$ cat src/sv/color_string_parser_top_defines.svh
// Assertion macros shared by the color string parser.
`ifndef COLOR_STRING_PARSER_TOP_DEFINES_SVH
`define COLOR_STRING_PARSER_TOP_DEFINES_SVH

// Same-cycle implication, checked at every rising edge out of reset.
`define CSP_ASSERT_NOW(lbl, ante, cons, msg) \
  lbl: assert property (@(posedge clk) disable iff (!rst_n) (ante) |-> (cons)) \
    else $error(msg);

// Next-cycle implication, checked at every rising edge out of reset.
`define CSP_ASSERT_NEXT(lbl, ante, cons, msg) \
  lbl: assert property (@(posedge clk) disable iff (!rst_n) (ante) |=> (cons)) \
    else $error(msg);

`endif

$ cat src/sv/cspar_pkg.sv
package cspar_pkg;

  localparam int NAME_COUNT = 12;
  localparam int HEX_LEN    = 7;
  localparam int COUNT_MAX  = 15;

  localparam logic [7:0] HASH_CHAR = 8'h23;

  typedef enum logic [1:0] {
    ST_HEX  = 2'd0,
    ST_NAME = 2'd1,
    ST_NONE = 2'd2
  } status_t;

  typedef logic [0:NAME_COUNT-1][0:7][7:0] name_text_t;
  typedef logic [0:NAME_COUNT-1][3:0]      name_len_t;
  typedef logic [0:NAME_COUNT-1][23:0]     name_rgb_t;

  // Name characters, lower case, zero padded to eight positions.
  localparam name_text_t NAME_TEXT = '{
    '{"b", "l", "a", "c", "k", 8'h00, 8'h00, 8'h00},
    '{"w", "h", "i", "t", "e", 8'h00, 8'h00, 8'h00},
    '{"r", "e", "d", 8'h00, 8'h00, 8'h00, 8'h00, 8'h00},
    '{"g", "r", "e", "e", "n", 8'h00, 8'h00, 8'h00},
    '{"b", "l", "u", "e", 8'h00, 8'h00, 8'h00, 8'h00},
    '{"y", "e", "l", "l", "o", "w", 8'h00, 8'h00},
    '{"m", "a", "g", "e", "n", "t", "a", 8'h00},
    '{"p", "u", "r", "p", "l", "e", 8'h00, 8'h00},
    '{"o", "r", "a", "n", "g", "e", 8'h00, 8'h00},
    '{"g", "r", "a", "y", 8'h00, 8'h00, 8'h00, 8'h00},
    '{"g", "r", "e", "y", 8'h00, 8'h00, 8'h00, 8'h00},
    '{"c", "y", "a", "n", 8'h00, 8'h00, 8'h00, 8'h00}
  };

  localparam name_len_t NAME_LEN = '{
    4'd5, 4'd5, 4'd3, 4'd5, 4'd4, 4'd6, 4'd7, 4'd6, 4'd6, 4'd4, 4'd4, 4'd4
  };

  localparam name_rgb_t NAME_RGB = '{
    24'h000000, 24'hFFFFFF, 24'hFF0000, 24'h008000, 24'h0000FF, 24'hFFFF00,
    24'hFF00FF, 24'h800080, 24'hFFA500, 24'h808080, 24'h808080, 24'h00FFFF
  };

  typedef struct packed {
    logic [3:0]            count;
    logic [23:0]           hex_accum;
    logic                  hex_ok;
    logic [NAME_COUNT-1:0] mask;
  } scan_t;

  typedef struct packed {
    logic [7:0] red;
    logic [7:0] green;
    logic [7:0] blue;
    status_t    status;
  } result_t;

  // ASCII A-Z to lower case; everything else passes.
  function automatic logic [7:0] fold_case(input logic [7:0] c);
    logic [7:0] r;
    r = c;
    if (c >= "A" && c <= "Z") begin
      r = c + 8'd32;
    end
    return r;
  endfunction

  // Bit 4 set when the byte is not a hex digit.
  function automatic logic [4:0] hex_digit(input logic [7:0] c);
    logic [4:0] d;
    d = 5'h10;
    if (c >= "0" && c <= "9") begin
      d = {1'b0, 4'(c - "0")};
    end else if (c >= "a" && c <= "f") begin
      d = {1'b0, 4'(c - "a" + 8'd10)};
    end else if (c >= "A" && c <= "F") begin
      d = {1'b0, 4'(c - "A" + 8'd10)};
    end
    return d;
  endfunction

endpackage

$ cat src/sv/cspar_scan.sv
module cspar_scan (
  input  logic           clk,
  input  logic           rst_n,
  input  logic           step,
  input  logic [7:0]     ch,
  input  logic           last_char,
  output cspar_pkg::scan_t cur,
  output cspar_pkg::scan_t upd
);

  cspar_pkg::scan_t scan_r;
  cspar_pkg::scan_t scan_nxt;
  logic [7:0] lc;
  logic [4:0] dig;

  always_comb begin
    lc  = cspar_pkg::fold_case(ch);
    dig = cspar_pkg::hex_digit(ch);
    upd = scan_r;

    // hex path
    if (scan_r.count == 4'd0) begin
      if (ch != cspar_pkg::HASH_CHAR) begin
        upd.hex_ok = 1'b0;
      end
    end else if (scan_r.count < 4'(cspar_pkg::HEX_LEN)) begin
      if (dig[4]) begin
        upd.hex_ok = 1'b0;
      end else begin
        upd.hex_accum = {scan_r.hex_accum[19:0], dig[3:0]};
      end
    end else begin
      upd.hex_ok = 1'b0;
    end

    // name path: drop any name that misses at this position
    for (int i = 0; i < cspar_pkg::NAME_COUNT; i++) begin
      if (!(scan_r.count < cspar_pkg::NAME_LEN[i] &&
            lc == cspar_pkg::NAME_TEXT[i][scan_r.count[2:0]])) begin
        upd.mask[i] = 1'b0;
      end
    end

    if (scan_r.count != 4'(cspar_pkg::COUNT_MAX)) begin
      upd.count = scan_r.count + 4'd1;
    end

    scan_nxt = scan_r;
    if (step) begin
      if (last_char) begin
        scan_nxt = '{count: 4'd0, hex_accum: 24'd0, hex_ok: 1'b1, mask: '1};
      end else begin
        scan_nxt = upd;
      end
    end
  end

  always_ff @(posedge clk) begin
    if (!rst_n) begin
      scan_r <= '{count: 4'd0, hex_accum: 24'd0, hex_ok: 1'b1, mask: '1};
    end else begin
      scan_r <= scan_nxt;
    end
  end

  assign cur = scan_r;

endmodule

$ cat src/sv/cspar_resolve.sv
module cspar_resolve (
  input  cspar_pkg::scan_t   upd,
  output cspar_pkg::result_t res
);

  always_comb begin
    res = '{red: 8'd0, green: 8'd0, blue: 8'd0, status: cspar_pkg::ST_NONE};
    if (upd.hex_ok && upd.count == 4'(cspar_pkg::HEX_LEN)) begin
      res = '{red: upd.hex_accum[23:16], green: upd.hex_accum[15:8],
              blue: upd.hex_accum[7:0], status: cspar_pkg::ST_HEX};
    end else begin
      // walk down so the lowest matching name wins
      for (int i = cspar_pkg::NAME_COUNT - 1; i >= 0; i--) begin
        if (upd.mask[i] && upd.count == cspar_pkg::NAME_LEN[i]) begin
          res = '{red:    cspar_pkg::NAME_RGB[i][23:16],
                  green:  cspar_pkg::NAME_RGB[i][15:8],
                  blue:   cspar_pkg::NAME_RGB[i][7:0],
                  status: cspar_pkg::ST_NAME};
        end
      end
    end
  end

endmodule

$ cat src/sv/color_string_parser_top.sv
// A closing character's result beat is loaded into the result register when the
// character advances from the input register, where it waits while the result register is full.
// One character beat per cycle, set by the scan update, except while a closing character is held.
// A full result register stalls only a held closing character; other held characters keep flowing.
// Reset (rst_n low, synchronous): input and result registers empty, scan state at
// zero count, hex match armed and every name candidate live.
`include "color_string_parser_top_defines.svh"

module color_string_parser_top (
  input  logic       clk,
  input  logic       rst_n,
  input  logic       in_valid,
  output logic       in_stall,
  input  logic [7:0] in_ch,
  input  logic       in_last_char,
  output logic       out_valid,
  input  logic       out_stall,
  output logic [7:0] out_red,
  output logic [7:0] out_green,
  output logic [7:0] out_blue,
  output logic [1:0] out_status
);

  // Input register: one character beat waiting for the scan logic.
  logic       in_valid_r;
  logic       in_valid_nxt;
  logic [7:0] ch_r;
  logic       last_r;

  // Result register.
  logic               out_valid_r;
  logic               out_valid_nxt;
  cspar_pkg::result_t res_r;

  cspar_pkg::scan_t   scan_cur;
  cspar_pkg::scan_t   scan_upd;
  cspar_pkg::result_t res_comb;

  logic out_free;
  logic adv;
  logic in_take;

  // The result register can load when it is empty or being drained this cycle.
  assign out_free = !out_valid_r || !out_stall;
  // Advance the held character into the scan state; a closing character
  // needs room in the result register, any other character never waits.
  assign adv      = in_valid_r && (!last_r || out_free);
  // Hold the input side only while the held beat cannot advance.
  assign in_stall = in_valid_r && !adv;
  assign in_take  = in_valid && !in_stall;

  cspar_scan u_scan (
    .clk       (clk),
    .rst_n     (rst_n),
    .step      (adv),
    .ch        (ch_r),
    .last_char (last_r),
    .cur       (scan_cur),
    .upd       (scan_upd)
  );

  cspar_resolve u_resolve (
    .upd (scan_upd),
    .res (res_comb)
  );

  always_comb begin
    in_valid_nxt = in_valid_r;
    if (in_take) begin
      in_valid_nxt = 1'b1;
    end else if (adv) begin
      in_valid_nxt = 1'b0;
    end

    out_valid_nxt = out_valid_r;
    if (adv && last_r) begin
      out_valid_nxt = 1'b1;
    end else if (!out_stall) begin
      out_valid_nxt = 1'b0;
    end
  end

  always_ff @(posedge clk) begin
    if (!rst_n) begin
      in_valid_r  <= 1'b0;
      out_valid_r <= 1'b0;
    end else begin
      in_valid_r  <= in_valid_nxt;
      out_valid_r <= out_valid_nxt;
    end
  end

  // Payload registers: input on the taking edge, result on a closing advance; hold otherwise.
  always_ff @(posedge clk) begin
    if (in_take) begin
      ch_r   <= in_ch;
      last_r <= in_last_char;
    end
    if (adv && last_r) begin
      res_r <= res_comb;
    end
  end

  assign out_valid  = out_valid_r;
  assign out_red    = res_r.red;
  assign out_green  = res_r.green;
  assign out_blue   = res_r.blue;
  assign out_status = res_r.status;

  // A closing character must leave the scan state back at its start.
  `CSP_ASSERT_NEXT(a_scan_restart, adv && last_r, scan_cur.count == 4'd0 && scan_cur.hex_ok, "scan state not restarted after closing character")
  // A closing character that advances must show up as a result beat.
  `CSP_ASSERT_NEXT(a_result_loaded, adv && last_r, out_valid_r, "closing character produced no result")
  // An unrecognized string reports black.
  `CSP_ASSERT_NOW(a_none_black, out_valid_r && res_r.status == cspar_pkg::ST_NONE, res_r.red == 8'd0 && res_r.green == 8'd0 && res_r.blue == 8'd0, "unrecognized result is not black")
  // Stall the input only for a held closing character facing a full result register.
  `CSP_ASSERT_NOW(a_stall_cause, in_stall, in_valid_r && last_r && out_valid_r && out_stall, "input stalled without a blocked closing character")

endmodule

$ cat config.mk
export PLATFORM = sky130hd
export DESIGN_NAME = color_string_parser_top
export DESIGN_NICKNAME = d
export VERILOG_FILES = /design/src/sv/cspar_pkg.sv /design/src/sv/cspar_scan.sv /design/src/sv/cspar_resolve.sv /design/src/sv/color_string_parser_top.sv
export VERILOG_INCLUDE_DIRS = /design/src /design/src/sv
export SDC_FILE = /design/constraint.sdc
export NUM_CORES = 1
export LEC_CHECK = 0
export ABC_AREA = 1
export ABC_CLOCK_PERIOD_IN_PS = 3800
export BUFFER_PORTS_ARGS = -buffer_cell sky130_fd_sc_hd__buf_2
export CORE_MARGIN = 4
export CORE_UTILIZATION = 40
export CTS_BUF_LIST = sky130_fd_sc_hd__clkbuf_4
export CTS_CLUSTER_DIAMETER = 50
export DETAILED_ROUTE_END_ITERATION = 12
export HOLD_SLACK_MARGIN = 0.02
export SLEW_MARGIN = 20
export SYNTH_ARGS = -nofsm -noshare
export SYNTH_HDL_FRONTEND = slang
export SYNTH_HIERARCHICAL = 1
export SYNTH_SLANG_ARGS = --single-unit
$ cat constraint.sdc
create_clock -name clk -period 3.8 [get_ports clk]
set_clock_uncertainty 0.2 [all_clocks]
set_input_delay 0.57 -clock clk [delete_from_list [all_inputs] [get_ports clk]]
set_output_delay 0.57 -clock clk [all_outputs]
set_load 0.03 [all_outputs]
### Word level (Yosys, flattened, before mapping)

Memories as Yosys holds them, arrays and structs flattened.
Index checks and enable logic that the tools add are counted.

* bits in registers: 78
* latch bits: 0
* memory bits (writable): 0
* bits in read-only memories: 768
* output and inout bits: 28
* word-level logic and storage cells: 175
* memories kept: 12

* add/sub/neg operators: 7
* $mul: 0
* divide/modulo/power cells: 0
* $lt $le $gt $ge: 13
* eq/ne operators: 20
* shifts and indexed selects: 0
* muxes and demuxes: 66
* bitwise logic cells: 1
* reductions and logical operators: 43

Memories
* (name not given): depth 8, width 8, rd ports 1, clocked after Yosys merged registers in 0, wr ports 0, RTL line cspar_scan.sv:39 `lc == cspar_pkg::NAME_TEXT[i][scan_r.count[2:0]])) begin`
* (name not given): depth 8, width 8, rd ports 1, clocked after Yosys merged registers in 0, wr ports 0, RTL line cspar_scan.sv:39
* (name not given): depth 8, width 8, rd ports 1, clocked after Yosys merged registers in 0, wr ports 0, RTL line cspar_scan.sv:39
* (name not given): depth 8, width 8, rd ports 1, clocked after Yosys merged registers in 0, wr ports 0, RTL line cspar_scan.sv:39
* (name not given): depth 8, width 8, rd ports 1, clocked after Yosys merged registers in 0, wr ports 0, RTL line cspar_scan.sv:39
* (name not given): depth 8, width 8, rd ports 1, clocked after Yosys merged registers in 0, wr ports 0, RTL line cspar_scan.sv:39
* +6 memories

Operators with widths (number)
* $mux W26: 12
* $mux W8: 25
* $eq A8 B8 Y1: 12
* $mux W24: 3
* $mux W41: 1
* $logic_and A1 B1 Y1: 33
* $le A8 B7 Y1 const B: 3
* $mux W1: 20
* $mux W18: 1
* $eq A4 B3 Y1 const B: 4
* $ge A8 B7 Y1 const B: 2
* $lt A4 B3 Y1 const B: 4
* $mux W5: 3
* $reduce_or A12 Y1: 1
* $sub A4 B1 Y4 const B: 3
* $add A4 B4 Y4 const B: 2
* $add A8 B6 Y8 const B: 1
* $ge A8 B6 Y1 const B: 1
* $le A8 B6 Y1 const B: 1
* $ne A8 B6 Y1 const B: 1
* $logic_not A1 Y1: 5
* $add A4 B1 Y4 const B: 1
* $eq A4 B2 Y1 const B: 1
* $ge A4 B4 Y1 const B: 1
* other kinds (8): 9

### Depth between registers and ports, before layout

Gate-level depths: netlist (run 1).

* word-level depth: 21
* gate-level depth with buffers: 25
* gate-level depth less buffers: 25

### By module

The synthesis (run 1) kept the hierarchy.

Modules (own cells, without submodules)
* cspar_scan: instances 1, cells an instance 596, area each 3595.9 sq um
* color_string_parser_top: instances 1, cells an instance 54, area each 1161.1 sq um
* cspar_resolve: instances 1, cells an instance 121, area each 535.5 sq um

### Worst setup path after synthesis (run 1)

Ideal clock, no wire load.

* path type: flip-flop to flip-flop
* from: register ch_r[1]
* to: register res_r, in the netlist out_green[0] (data pin)
* data arrival time: 2214 ps
* required time: 3347 ps
* path slack: 1133 ps
* cell stages (with the launch flop): 24
* clock period less this slack: 2667 ps
* cells stage by stage: edfxtp_1 -> inv_2 -> ha_1 -> inv_1 -> nor2_1 -> nand3_1 -> nand2_1 -> nand2_2 -> nand3_1 -> nand2_1 -> inv_2 -> nand3_2 -> nor2_2 -> nand2_1 -> inv_1 -> nor2_1 -> nand4_1 -> nand2_1 -> nand2_1 -> nand2_1 -> nand2_1 -> nand2_1 -> nand2_2 -> nand2_1

RTL lines
* from (decl): RTL line color_string_parser_top.sv:27 `logic [7:0] ch_r;`
* from (signal assigned): RTL line color_string_parser_top.sv:96 `ch_r <= in_ch;`
* to (signal assigned): RTL line color_string_parser_top.sv:100 `res_r <= res_comb;`
* to (decl): RTL line color_string_parser_top.sv:33 `cspar_pkg::result_t res_r;`

==> results.md, run 1 <==
* Run status: completed
* Syn_area_per_cell at 6.86 µm²
* Worst Tran Pin Value at around 700 ps
* Unrepaired setup endpoints after global routing: false
* H-tree levels at 3
* Commonest non-fill, non-tap cell in the layout: nand2_1
* Worst-case hold path end point: ch_r[4]
* Vias after detailed routing at ~5100
* Syn Std Cell Area at 5290 µm²
* DRT Wirelength at 15200 µm
* First-pass GRT wire length at 24800 µm
* Clk slew on worst S/H paths at 130 ps
* Sw power at 0.000498 W
* # setup viols final at 0
* Synth cell types at 41
* Hold path depth at 1
* Area Overhead vs Synth at 9.36%
* GP Congestion at 0.948
* Non-filler instance count after layout at 984
* Internal at about 0.0012 W
* Clk root buf: clkbuf_4
* Seq/Total Area, Yosys at ~36%
* Max-cap viol count at 0
* Minimum clock period at 3210 ps
* Sum of negative setup slack at 0 ps
* ANT nets after route at 0
* Cells on worst reg2reg path at 17
* CP arrival at 3210 ps
* Max IR drop VDD at about 290 µV
* Starting Density at 41.4%
* Comb power frac at 14.9%
* Clock network power share at 30.4%
* Async S/R FF share, synth at 0%
* Worst hold margin at 109 ps
* Sw Share at between 20 and 30%
* Clock Latency Late Sink at around 450 ps
* Endpoints failing hold at 0
* Crit start category: flip-flop
* Layout cells sized above 1 at between 10% and 20%
* Number of warnings issued by yosys at 6
* Initial DRC count at 471
* Vias in the first global route at 4737
* Drt first pass iters at 7
* Die X at roughly 120 µm
* Final Max Tran Viols at 0
* WL/cell at 15.4 µm
* Nets@finish at between 800 and 900
* Critical path startpoint: ch_r[3]
* Worst path required time at 3800 ps
* Setup CP Type: flip-flop to flip-flop
* Mapped Cells at 771
* Register share of total power at a little over half
* Worst Hold Launch: in_ch[4]
* Total track usage at between 20% and 30%
* IO Port Bufs at 40
* Pwr dens at 290 nW/µm²
* Die Height at 123 µm
* Max Root-Sink Buffers at 2
* Worst slew margin at between 50% and 60%
* Worst hold-check path type: primary input to flip-flop
* CTS Sinks at 78
* Total gr overflow at 0
* CTS tree: done
* Worst-path maximum fanout at 16
* Buffers inserted by post-CTS timing repair at 0
* Achievable Freq at approximately 310 MHz
* Post-synthesis net count at 800
* EDFF count, synth at 35
* RR Startpoint: ch_r[3]
* DR DRC count at 0
* Via density at 5.18
* Resized cells post-CTS at 0
* Yosys reg bits at 78
* Top FF cell, synth: dfxtp_1
* Initial antenna violation count at 1
* Inst Count DP at 967
* Io pins at 41
* Final period util at a little over four fifths
* Die ar. at 15100 µm²
* Crit. End Element: flip-flop
* CTS Hold Bufs at 0
* Worst R2R End: out_green[4]
* Dpl hpwl at 11000 µm
* Row count at approximately 40
* Pleak at 2.70 nW
* Reg2reg setup slack at 590 ps
* Most frequent cells in the layout: nand2_1 (291), inv_1 (67), nor2_1 (56)
* Core Area at 12800 µm²
* Largest net degree at the start of global routing at 42
* CTS buffer count at 9
==> sequential cells by signal, indices dropped and copies added, names as in the netlist <==
signal	count
out_green	8
out_valid	1
u_scan/cur	41
in_valid_r	1
out_blue	8
out_red	8
out_status	2
last_r	1
ch_r	8
==> worst max-delay path: stages, from the launching register on <==
cell,delay [ps]
edfxtp_1,760
inv_2,230
nor2_1,140
nand3_1,100
nand2_2,120
nand2_1,90
nand2_1,130
nand2_1,60
nand2_1,140
inv_1,60
nor2_2,120
nand2_1,80
inv_1,70
nand3_1,210
nand2_1,140
nand2_1,60
nand2_1,150
nand2_1,110
==> cells by family (layout without fill, tap and decap cells) <==
family,count (synthesis),after routing,share of synthesized area (%)
adders and majority gates,16,16,3.78
buffers and inverters,110,150,9.39
other,0,1,0
and+or+nand+nor,447,447,36.5
AOI/OAI and AO/OA,105,105,11.7
xor gates and xnor gates,15,15,2.48
DFF,78,78,36.1
==> layer usage <==
metal | share of wire (%) | up-vias | global-route usage [%]
li1 | - | 2558 | -
met1 | 48 | 2328 | 30.9
met2 | 43 | 189 | 30.5
met3 | 7.1 | 23 | 4.67
met4 | 1.8 | 0 | 5.81
met5 | 0 | - | 0
==> per-stage QoR <==
step	total power [W]	area, µm²	utilization, %	setup slack [ps]
final	0.00168	5790	45.3	594
after floorplan	0.00111	5290	-	1130
after CTS	0.00169	5790	45.3	639
after global routing	0.00177	5790	45.3	307
after detailed placement	0.00118	5650	44.2	660
after global placement	0.00119	5650	44.2	648
==> synth_stat cells, types with 2 or more instances <==
master	n	share of area [%]
nand2_1	291	21
inv_1	67	4.8
nor2_1	56	4.0
a21oi_1	53	5.0
dfxtp_1	43	16
nand3_1	40	3.8
edfxtp_1	35	20
o21ai_0	19	1.8
ha_1	16	3.8
nand4_1	16	1.9
o21ai_2	14	2.3
nor3_1	13	1.2
xor2_1	12	2.0
buf_2	11	1.0
clkbuf_1	11	0.78
inv_2	9	0.64
nand2_2	9	1.1
nor2_2	6	0.71
o21ai_1	6	0.57
buf_4	5	0.71
nand3_2	5	0.95
buf_6	3	0.64
nand2_4	3	0.64
nor3_2	3	0.57
o211ai_1	3	0.43
o22ai_1	3	0.35
xnor2_1	3	0.50
a21oi_2	2	0.33
nor4_1	2	0.24
==> cell type report <==
cell class                 count  area (µm²)
tap                          172         215
multi-input combinational    583        2880
clock buffer                  10        75.1
antenna                        1        2.50
sequential                    78        1910
inverter                      78         305
timing repair buffer          56         333
fill                        1265        6990
clock inverter                 6        61.3
==> worst max-delay path by stage <==
stage                   endpoint  cells after the start
finish              out_green[4]                     17
global route        out_green[4]                     19
CTS                 out_green[4]                     17
detailed placement  out_green[4]                     17
global placement    out_green[4]                     19
floorplan           out_green[0]                     23
==> power by group through the flow <==
| stage | registers [W] | clock network (W) | logic [W] |
|---|---|---|---|
| finish | 0.000919 | 0.000509 | 0.000249 |
| global route | 0.000923 | 0.000566 | 0.000276 |
| CTS | 0.000920 | 0.000528 | 0.000247 |
| detailed placement | 0.000939 | 0 | 0.000246 |
| global placement | 0.000938 | 0 | 0.000248 |
| floorplan | 0.000950 | 0 | 0.000163 |
Power figures use the tool's default switching activity.
==> run 2, diff against run 1 <==
--- a/config.mk
+++ b/config.mk
@@ -7,7 +7,7 @@
 export NUM_CORES = 1
 export LEC_CHECK = 0
 export ABC_AREA = 1
-export ABC_CLOCK_PERIOD_IN_PS = 3800
+export ABC_CLOCK_PERIOD_IN_PS = 3200
 export BUFFER_PORTS_ARGS = -buffer_cell sky130_fd_sc_hd__buf_2
 export CORE_MARGIN = 4
 export CORE_UTILIZATION = 40
==> constraint.sdc (replaced) <==
create_clock -name clk -period 3.2 [get_ports clk]
set_clock_uncertainty 0.2 [all_clocks]
set_input_delay 0.48 -clock clk [delete_from_list [all_inputs] [get_ports clk]]
set_output_delay 0.48 -clock clk [all_outputs]
set_load 0.03 [all_outputs]
==> results.md, run 2 (synthesis gave the netlist of run 1 again) <==
* GP Congestion at 0.946 (was 0.948)
* Dpl hpwl at 11500 µm (was 11000 µm)
* Clock Latency Late Sink at 450 ps (about the same)
* Worst slew margin at 53.3% (was 53.1%)
* Nets@finish at 869 (was 835)
* DR DRC count at 0 (unchanged)
* CP arrival at 3030 ps (was 3210 ps)
* CTS tree: done (unchanged)
* Commonest non-fill, non-tap cell in the layout: nand2_1 (unchanged)
* Crit-path max cell delay at 350 ps (was 760 ps)
* Crit-path leading delay family: simple AND/OR/NAND/NOR gates (unchanged)
* # setup viols final at 0 (unchanged)
* Antenna diodes at 0 (was 1)
* H-tree levels at 3 (unchanged)
* Layout cells sized above 1 at 18.7% (was 15.8%)
* Drt first pass iters at 5 (was 7)
* Die ar. at 15100 µm² (unchanged)
* Sum of negative setup slack at 0 ps (unchanged)
* Worst Tran Pin Value at 698 ps (was 701 ps)
* Grt peak-use layer: met2 (was met1)
* Worst path required time at 3220 ps (was 3800 ps)
* Row count at 41 (unchanged)
* Die Height at 123 µm (unchanged)
* Area Overhead vs Synth at 15.4% (was 9.36%)
* Slowest cell on crit path: dfxtp_1 (was edfxtp_1)
* Worst hold-check path type: primary input to flip-flop (unchanged)
* Crit. End Element: flip-flop (unchanged)
* CP cell instances: buf_4 -> nand2_1 -> inv_1 -> nor2_1 -> nand2_1 -> nor3_1 -> nand2_1 -> nor2_1 -> nand4_1 -> inv_1 -> nand2_2 -> nand2_1 -> nand2_1 -> nand2_1 -> nand2_1 -> nand2_2 -> nand2_1 (was inv_2 -> nor2_1 -> nand3_1 -> nand2_2 -> nand2_1 -> nand2_1 -> nand2_1 -> nand2_1 -> inv_1 -> nor2_2 -> nand2_1 -> inv_1 -> nand3_1 -> nand2_1 -> nand2_1 -> nand2_1 -> nand2_1)
* Final Max Tran Viols at 0 (unchanged)
* Total gr overflow at 0 (unchanged)
* Worst Hold Launch: in_valid (was in_ch[4])
* Worst path bufs/invs at 3 (unchanged)
* Max reg flops at 41 (unchanged)
* Grt met1 use at 30.4% (was 30.9%)
* Critical path startpoint: u_scan/cur[39] (was ch_r[3])
* Die X at 123 µm (unchanged)
* Crit path top cell by count: nand2_1 (unchanged)
* Minimum clock period at 3010 ps (was 3210 ps)
* First-pass GRT wire length at 25100 µm (was 24800 µm)
* WL/cell at 15.2 µm (was 15.4 µm)
* Achievable Freq at 332 MHz (was 312 MHz)
* Via density at 5.11 (was 5.18)
* Core Area at 12800 µm² (unchanged)
* Initial DRC count at 496 (was 471)
* CTS Sinks at 78 (unchanged)
* Setup CP Type: flip-flop to flip-flop (unchanged)
* Vias after detailed routing at 5200 (was 5098)
* CTS buffer count at 9 (unchanged)
* Worst-path maximum fanout at 18 (was 16)
* Inst Count DP at 989 (was 967)
* Final period util at 94.2% (was 84.4%)
* Crit start category: flip-flop (unchanged)
* Initial antenna violation count at 0 (was 1)
* ANT nets after route at 0 (unchanged)
* Total track usage at 21.3% (was 20.9%)
* Max IR drop VDD at 362 µV (was 289 µV)
* Endpoints failing hold at 0 (unchanged)
* Starting Density at 41.4% (unchanged)
* Pwr dens at 342 nW/µm² (was 290 nW/µm²)
* DRT Wirelength at 15400 µm (was 15200 µm)
* Non-filler instance count after layout at 1017 (was 984)
* Vias in the first global route at 4874 (was 4737)
* Pleak at 2.86 nW (was 2.70 nW)
* Max Root-Sink Buffers at 2 (unchanged)
* RR Startpoint: u_scan/cur[39] (was ch_r[3])
* Met2 usage in global routing at 32.3% (was 30.5%)
* Run status: completed (unchanged)
* Pwr Total at 0.00209 W (was 0.00168 W)
* Fill count at 1304 (was 1265)
* Clk slew on worst S/H paths at 130 ps (about the same)
* Io pins at 41 (unchanged)
* Clk root buf: clkbuf_4 (unchanged)
* Largest net degree at the start of global routing at 42 (unchanged)
* IO Port Bufs at 40 (unchanged)
* Most frequent cells in the layout: nand2_1 (289), inv_1 (66), nor2_1 (54) (was nand2_1 (291), inv_1 (67), nor2_1 (56))
* Grt met3 use at 4.12% (was 4.67%)
* Max-cap viol count at 0 (unchanged)
-- run 2: cell count changes in the layout (fill, tap and decap cells not counted), sizes merged --
cell,before,now
clkinv,5,6
bufinv,1,2
buf,56,80
dlygate4sd3,0,10
inv,77,76
clkbuf,10,9
diode,1,0
-- run 2: area by class of cell --
class	instances	area, µm²	area share (%)
Clock buffer	9	67.6	1.11
Clock inverter	7	88.8	1.45
Inverter	78	308	5.04
Multi-Input combinational cell	583	2910	47.6
Sequential cell	78	1910	31.3
Tap cell	172	215	3.52
Timing Repair Buffer	90	613	10.0
-- run 2: final timing paths --
check / end / slack (ps) / cells past startpoint
hold / removal: in_valid_r / 90 / 3
setup / recovery: out_green[0] / 190 / 17
setup reg to reg: out_green[0] / 190 / 17
hold reg to reg: u_scan/cur[35] / 280 / 2
-- run 2: worst reg2reg max path, stage by stage (launching register included) --
cell and delay [ps]:
dfxtp_1 350, buf_4 210, nand2_1 240, inv_1 130, nor2_1 280, nand2_1 100, nor3_1 150, nand2_1 80
nor2_1 160, nand4_1 190, inv_1 160, nand2_2 100, nand2_1 90, nand2_1 50, nand2_1 50, nand2_1 50
nand2_2 100, nand2_1 70
-- run 2: where the power goes --
part	internal (W)	switching [W]
combinational	0.000111	0.000216
clock	0.000311	0.000358
sequential	0.00107	0.0000235
total	0.00149	0.000598
-- run 2: timing repair --
item / 4_1_cts / 5_1_grt
setup buffers: 0 / 2
setup endpoints to repair: 0 / 26
resized for setup: 0 / 9
hold buffers: 10 / 0
hold endpoints to repair: 11 / 0
-- run 2: per-stage QoR --
stage                     hold WS [ps]  area [µm²]  utilization (%)  setup WS, ps
after detailed placement           256        5810             45.5           146
after global routing              60.7        6110             47.8         -2.92
after CTS                         49.7        6070             47.5           103
after global placement             243        5810             45.5          47.5
final                             91.6        6110             47.8           185
after floorplan                    234        5290                -           533
-- run 2: layer usage --
metal / vias up / wire length [µm]
met5: - / 0
met2: 156 / 6870
li1: 2627 / -
met1: 2394 / 7170
met3: 23 / 1020
met4: 0 / 355
==> run 3, diff against run 2 <==
--- a/config.mk
+++ b/config.mk
@@ -7,7 +7,7 @@
 export NUM_CORES = 1
 export LEC_CHECK = 0
 export ABC_AREA = 1
-export ABC_CLOCK_PERIOD_IN_PS = 3200
+export ABC_CLOCK_PERIOD_IN_PS = 3650
 export BUFFER_PORTS_ARGS = -buffer_cell sky130_fd_sc_hd__buf_2
 export CORE_MARGIN = 4
 export CORE_UTILIZATION = 40
==> constraint.sdc (replaced) <==
create_clock -name clk -period 3.65 [get_ports clk]
set_clock_uncertainty 0.2 [all_clocks]
set_input_delay 0.5475 -clock clk [delete_from_list [all_inputs] [get_ports clk]]
set_output_delay 0.5475 -clock clk [all_outputs]
set_load 0.03 [all_outputs]
==> results.md, run 3 (synthesis gave the netlist of run 1 again) <==
* Sw power at 0.000552 W (was 0.000598 W)
* Setup WS pre-CTS at 379 ps (was 146 ps)
* Die X at 123 µm (unchanged)
* Worst R2R End: out_status[0] (was out_green[0])
* CTS buffer count at 9 (unchanged)
* CTS tree: done (unchanged)
* Crit. End Element: flip-flop (unchanged)
* Placed cell area at 5740 µm² (was 5810 µm²)
* Die Height at 123 µm (unchanged)
* Final worst setup slack at 408 ps (was 185 ps)
* Largest net degree at the start of global routing at 42 (unchanged)
* Sum of negative setup slack at 0 ps (unchanged)
* CP arrival at 3260 ps (was 3030 ps)
* DRT Wirelength at 15600 µm (was 15400 µm)
* Crit-path max cell delay at 510 ps (was 350 ps)
* Worst path bufs/invs at 5 (was 3)
* Clock Latency Late Sink at 450 ps (about the same)
* DR DRC count at 0 (unchanged)
* CP cell instances: inv_4 -> ha_1 -> inv_1 -> nor2_1 -> nand3_1 -> nand2_1 -> nand2_2 -> nand2_1 -> nand2_1 -> nand2_1 -> nand2_1 -> nand2_1 -> nor2_2 -> nand2_1 -> inv_1 -> inv_1 -> nand2_1 -> nand3_1 -> nand3_1 -> nor2_1 -> nand4_1 -> nand2_1 -> inv_1 (was buf_4 -> nand2_1 -> inv_1 -> nor2_1 -> nand2_1 -> nor3_1 -> nand2_1 -> nor2_1 -> nand4_1 -> inv_1 -> nand2_2 -> nand2_1 -> nand2_1 -> nand2_1 -> nand2_1 -> nand2_2 -> nand2_1)
* Endpoints failing hold at 0 (unchanged)
* Pleak at 2.77 nW (was 2.86 nW)
* Layout cells sized above 1 at 17.1% (was 18.7%)
* Final Max Tran Viols at 0 (unchanged)
* Unrepaired setup endpoints after global routing: false
* Run status: completed (unchanged)
* ANT nets after route at 0 (unchanged)
* # setup viols final at 0 (unchanged)
* Area Overhead vs Synth at 11.7% (was 15.4%)
* Core Area at 12800 µm² (unchanged)
* Io pins at 41 (unchanged)
* Nets@finish at 849 (was 869)
* Total track usage at 21.4% (was 21.3%)
* Reg2reg setup slack at 410 ps (was 190 ps)
* Row count at 41 (unchanged)
* Total gr overflow at 0 (unchanged)
* Sw Share at 30.9% (was 28.6%)
* Dpl hpwl at 11500 µm (about the same)
* Max reg flops at 41 (unchanged)
* Commonest non-fill, non-tap cell in the layout: nand2_1 (unchanged)
* Drt first pass iters at 5 (unchanged)
* CTS Sinks at 78 (unchanged)
* Minimum clock period at 3240 ps (was 3010 ps)
* First-pass GRT wire length at 25200 µm (was 25100 µm)
* Initial DRC count at 390 (was 496)
* Vias in the first global route at 4883 (was 4874)
* Cells on worst reg2reg path at 23 (was 17)
* Worst path required time at 3660 ps (was 3220 ps)
* Max Root-Sink Buffers at 2 (unchanged)
* Pwr dens at 302 nW/µm² (was 342 nW/µm²)
* Achievable Freq at 308 MHz (was 332 MHz)
* Worst Hold Launch: in_ch[1] (was in_valid)
* Worst hold margin at 64.7 ps (was 91.6 ps)
* Setup CP Type: flip-flop to flip-flop (unchanged)
* IO Port Bufs at 40 (unchanged)
* Final Cell Area at 5910 µm² (was 6110 µm²)
* Worst-path maximum fanout at 9 (was 18)
* Clk root buf: clkbuf_4 (unchanged)
* Die ar. at 15100 µm² (unchanged)
* Clk slew on worst S/H paths at 140 ps (was 130 ps)
* GP Congestion at 0.926 (was 0.946)
* Crit-path leading delay family: simple AND/OR/NAND/NOR gates (unchanged)
* Internal at 0.00124 W (was 0.00149 W)
* Register share of total power at 53.5% (was 52.3%)
* H-tree levels at 3 (unchanged)
* Starting Density at 41.4% (unchanged)
* Crit path top cell by count: nand2_1 (unchanged)
* Worst slew margin at 49.4% (was 53.3%)
* Worst-case hold path end point: ch_r[1] (was in_valid_r)
* RR Startpoint: ch_r[0] (was u_scan/cur[39])
* Worst hold-check path type: primary input to flip-flop (unchanged)
* Initial antenna violation count at 1 (was 0)
* Worst Tran Pin Value at 756 ps (was 698 ps)
* Vias after detailed routing at 5172 (was 5200)
* Comb power frac at 15.2% (was 15.7%)
* Most frequent cells in the layout: nand2_1 (291), inv_1 (67), nor2_1 (56) (was nand2_1 (289), inv_1 (66), nor2_1 (54))
* WL/cell at 15.6 µm (was 15.2 µm)
* Clock network power share at 31.2% (was 32.0%)
* Via density at 5.18 (was 5.11)
* Hold path depth at 1 (was 3)
* Slowest cell on crit path: edfxtp_1 (was dfxtp_1)
* Max-cap viol count at 0 (unchanged)
* Max IR drop VDD at 197 µV (was 362 µV)
* Final period util at 88.8% (was 94.2%)
* Crit start category: flip-flop (unchanged)
## run 3: cell count changes in the layout (fill, tap and decap cells not counted), sizes merged
cell | previous run | this run
dlygate4sd3 | 10 | 1
inv | 76 | 78
clkinvlp | 1 | 3
clkinv | 6 | 3
bufinv | 2 | 1
diode | 0 | 2
buf | 80 | 69
## run 3: worst max path at each step
stage                  from            end  slack, ps  cells after the start
floorplan           ch_r[1]   out_green[0]        980                     23
CTS                 ch_r[0]  out_status[0]        330                     23
global placement    ch_r[0]   out_green[4]        370                     19
detailed placement  ch_r[0]  out_status[0]        380                     23
finish              ch_r[0]  out_status[0]        410                     23
global route        ch_r[0]   out_green[7]         40                     24
## run 3: metrics by stage
stage | utilization [%] | cells | total power [W]
floorplan | - | 771 | 0.00116
CTS | 46.1 | 995 | 0.00180
global route | 46.3 | 999 | 0.00187
finish | 46.3 | 999 | 0.00179
global placement | 44.9 | 979 | 0.00125
detailed placement | 44.9 | 979 | 0.00124
## run 3: timing repair
| item | CTS | global route |
|---|---|---|
| endpoints found under the hold margin | 0 | 1 |
| resized for setup | 0 | 1 |
| setup buffers | 0 | 1 |
| hold buffers | 0 | 1 |
| endpoints found under the setup margin | 0 | 11 |
## run 3: worst register-to-register path, delay by kind of cell (launching register included)
| kind | cells | cell delay (ps) |
|---|---|---|
| flops | 1 | 510 |
| buf+inv | 5 | 380 |
| fa+ha+maj | 1 | 200 |
| simple gates | 17 | 1750 |
## run 3: metal layers
| layer | vias to the layer above | global-route usage (%) | part of all wire [%] |
|---|---|---|---|
| met5 | - | 0 | 0 |
| met4 | 0 | 8.17 | 1.9 |
| met3 | 21 | 4.12 | 7.1 |
| met2 | 203 | 31.8 | 44 |
| met1 | 2365 | 30.6 | 47 |
| li1 | 2583 | - | - |
## run 3: cell type report
cell class / instances / area (µm²)
inverter: 78 / 308
antenna: 2 / 5.00
tap: 172 / 215
timing repair buffer: 70 / 440
multi-input combinational: 583 / 2880
clock inverter: 7 / 81.3
fill: 1275 / 6860
clock buffer: 9 / 67.6
sequential: 78 / 1910
## run 3: power groups by stage
| stage | registers, W | clock network, W | logic [W] |
|---|---|---|---|
| 2_1_floorplan | 0.000989 | 0 | 0.000170 |
| 3_3_place_gp | 0.000977 | 0 | 0.000269 |
| 3_5_place_dp | 0.000977 | 0 | 0.000267 |
| 4_1_cts | 0.000958 | 0.000578 | 0.000268 |
| 5_1_grt | 0.000961 | 0.000609 | 0.000301 |
| 6_report | 0.000957 | 0.000559 | 0.000272 |
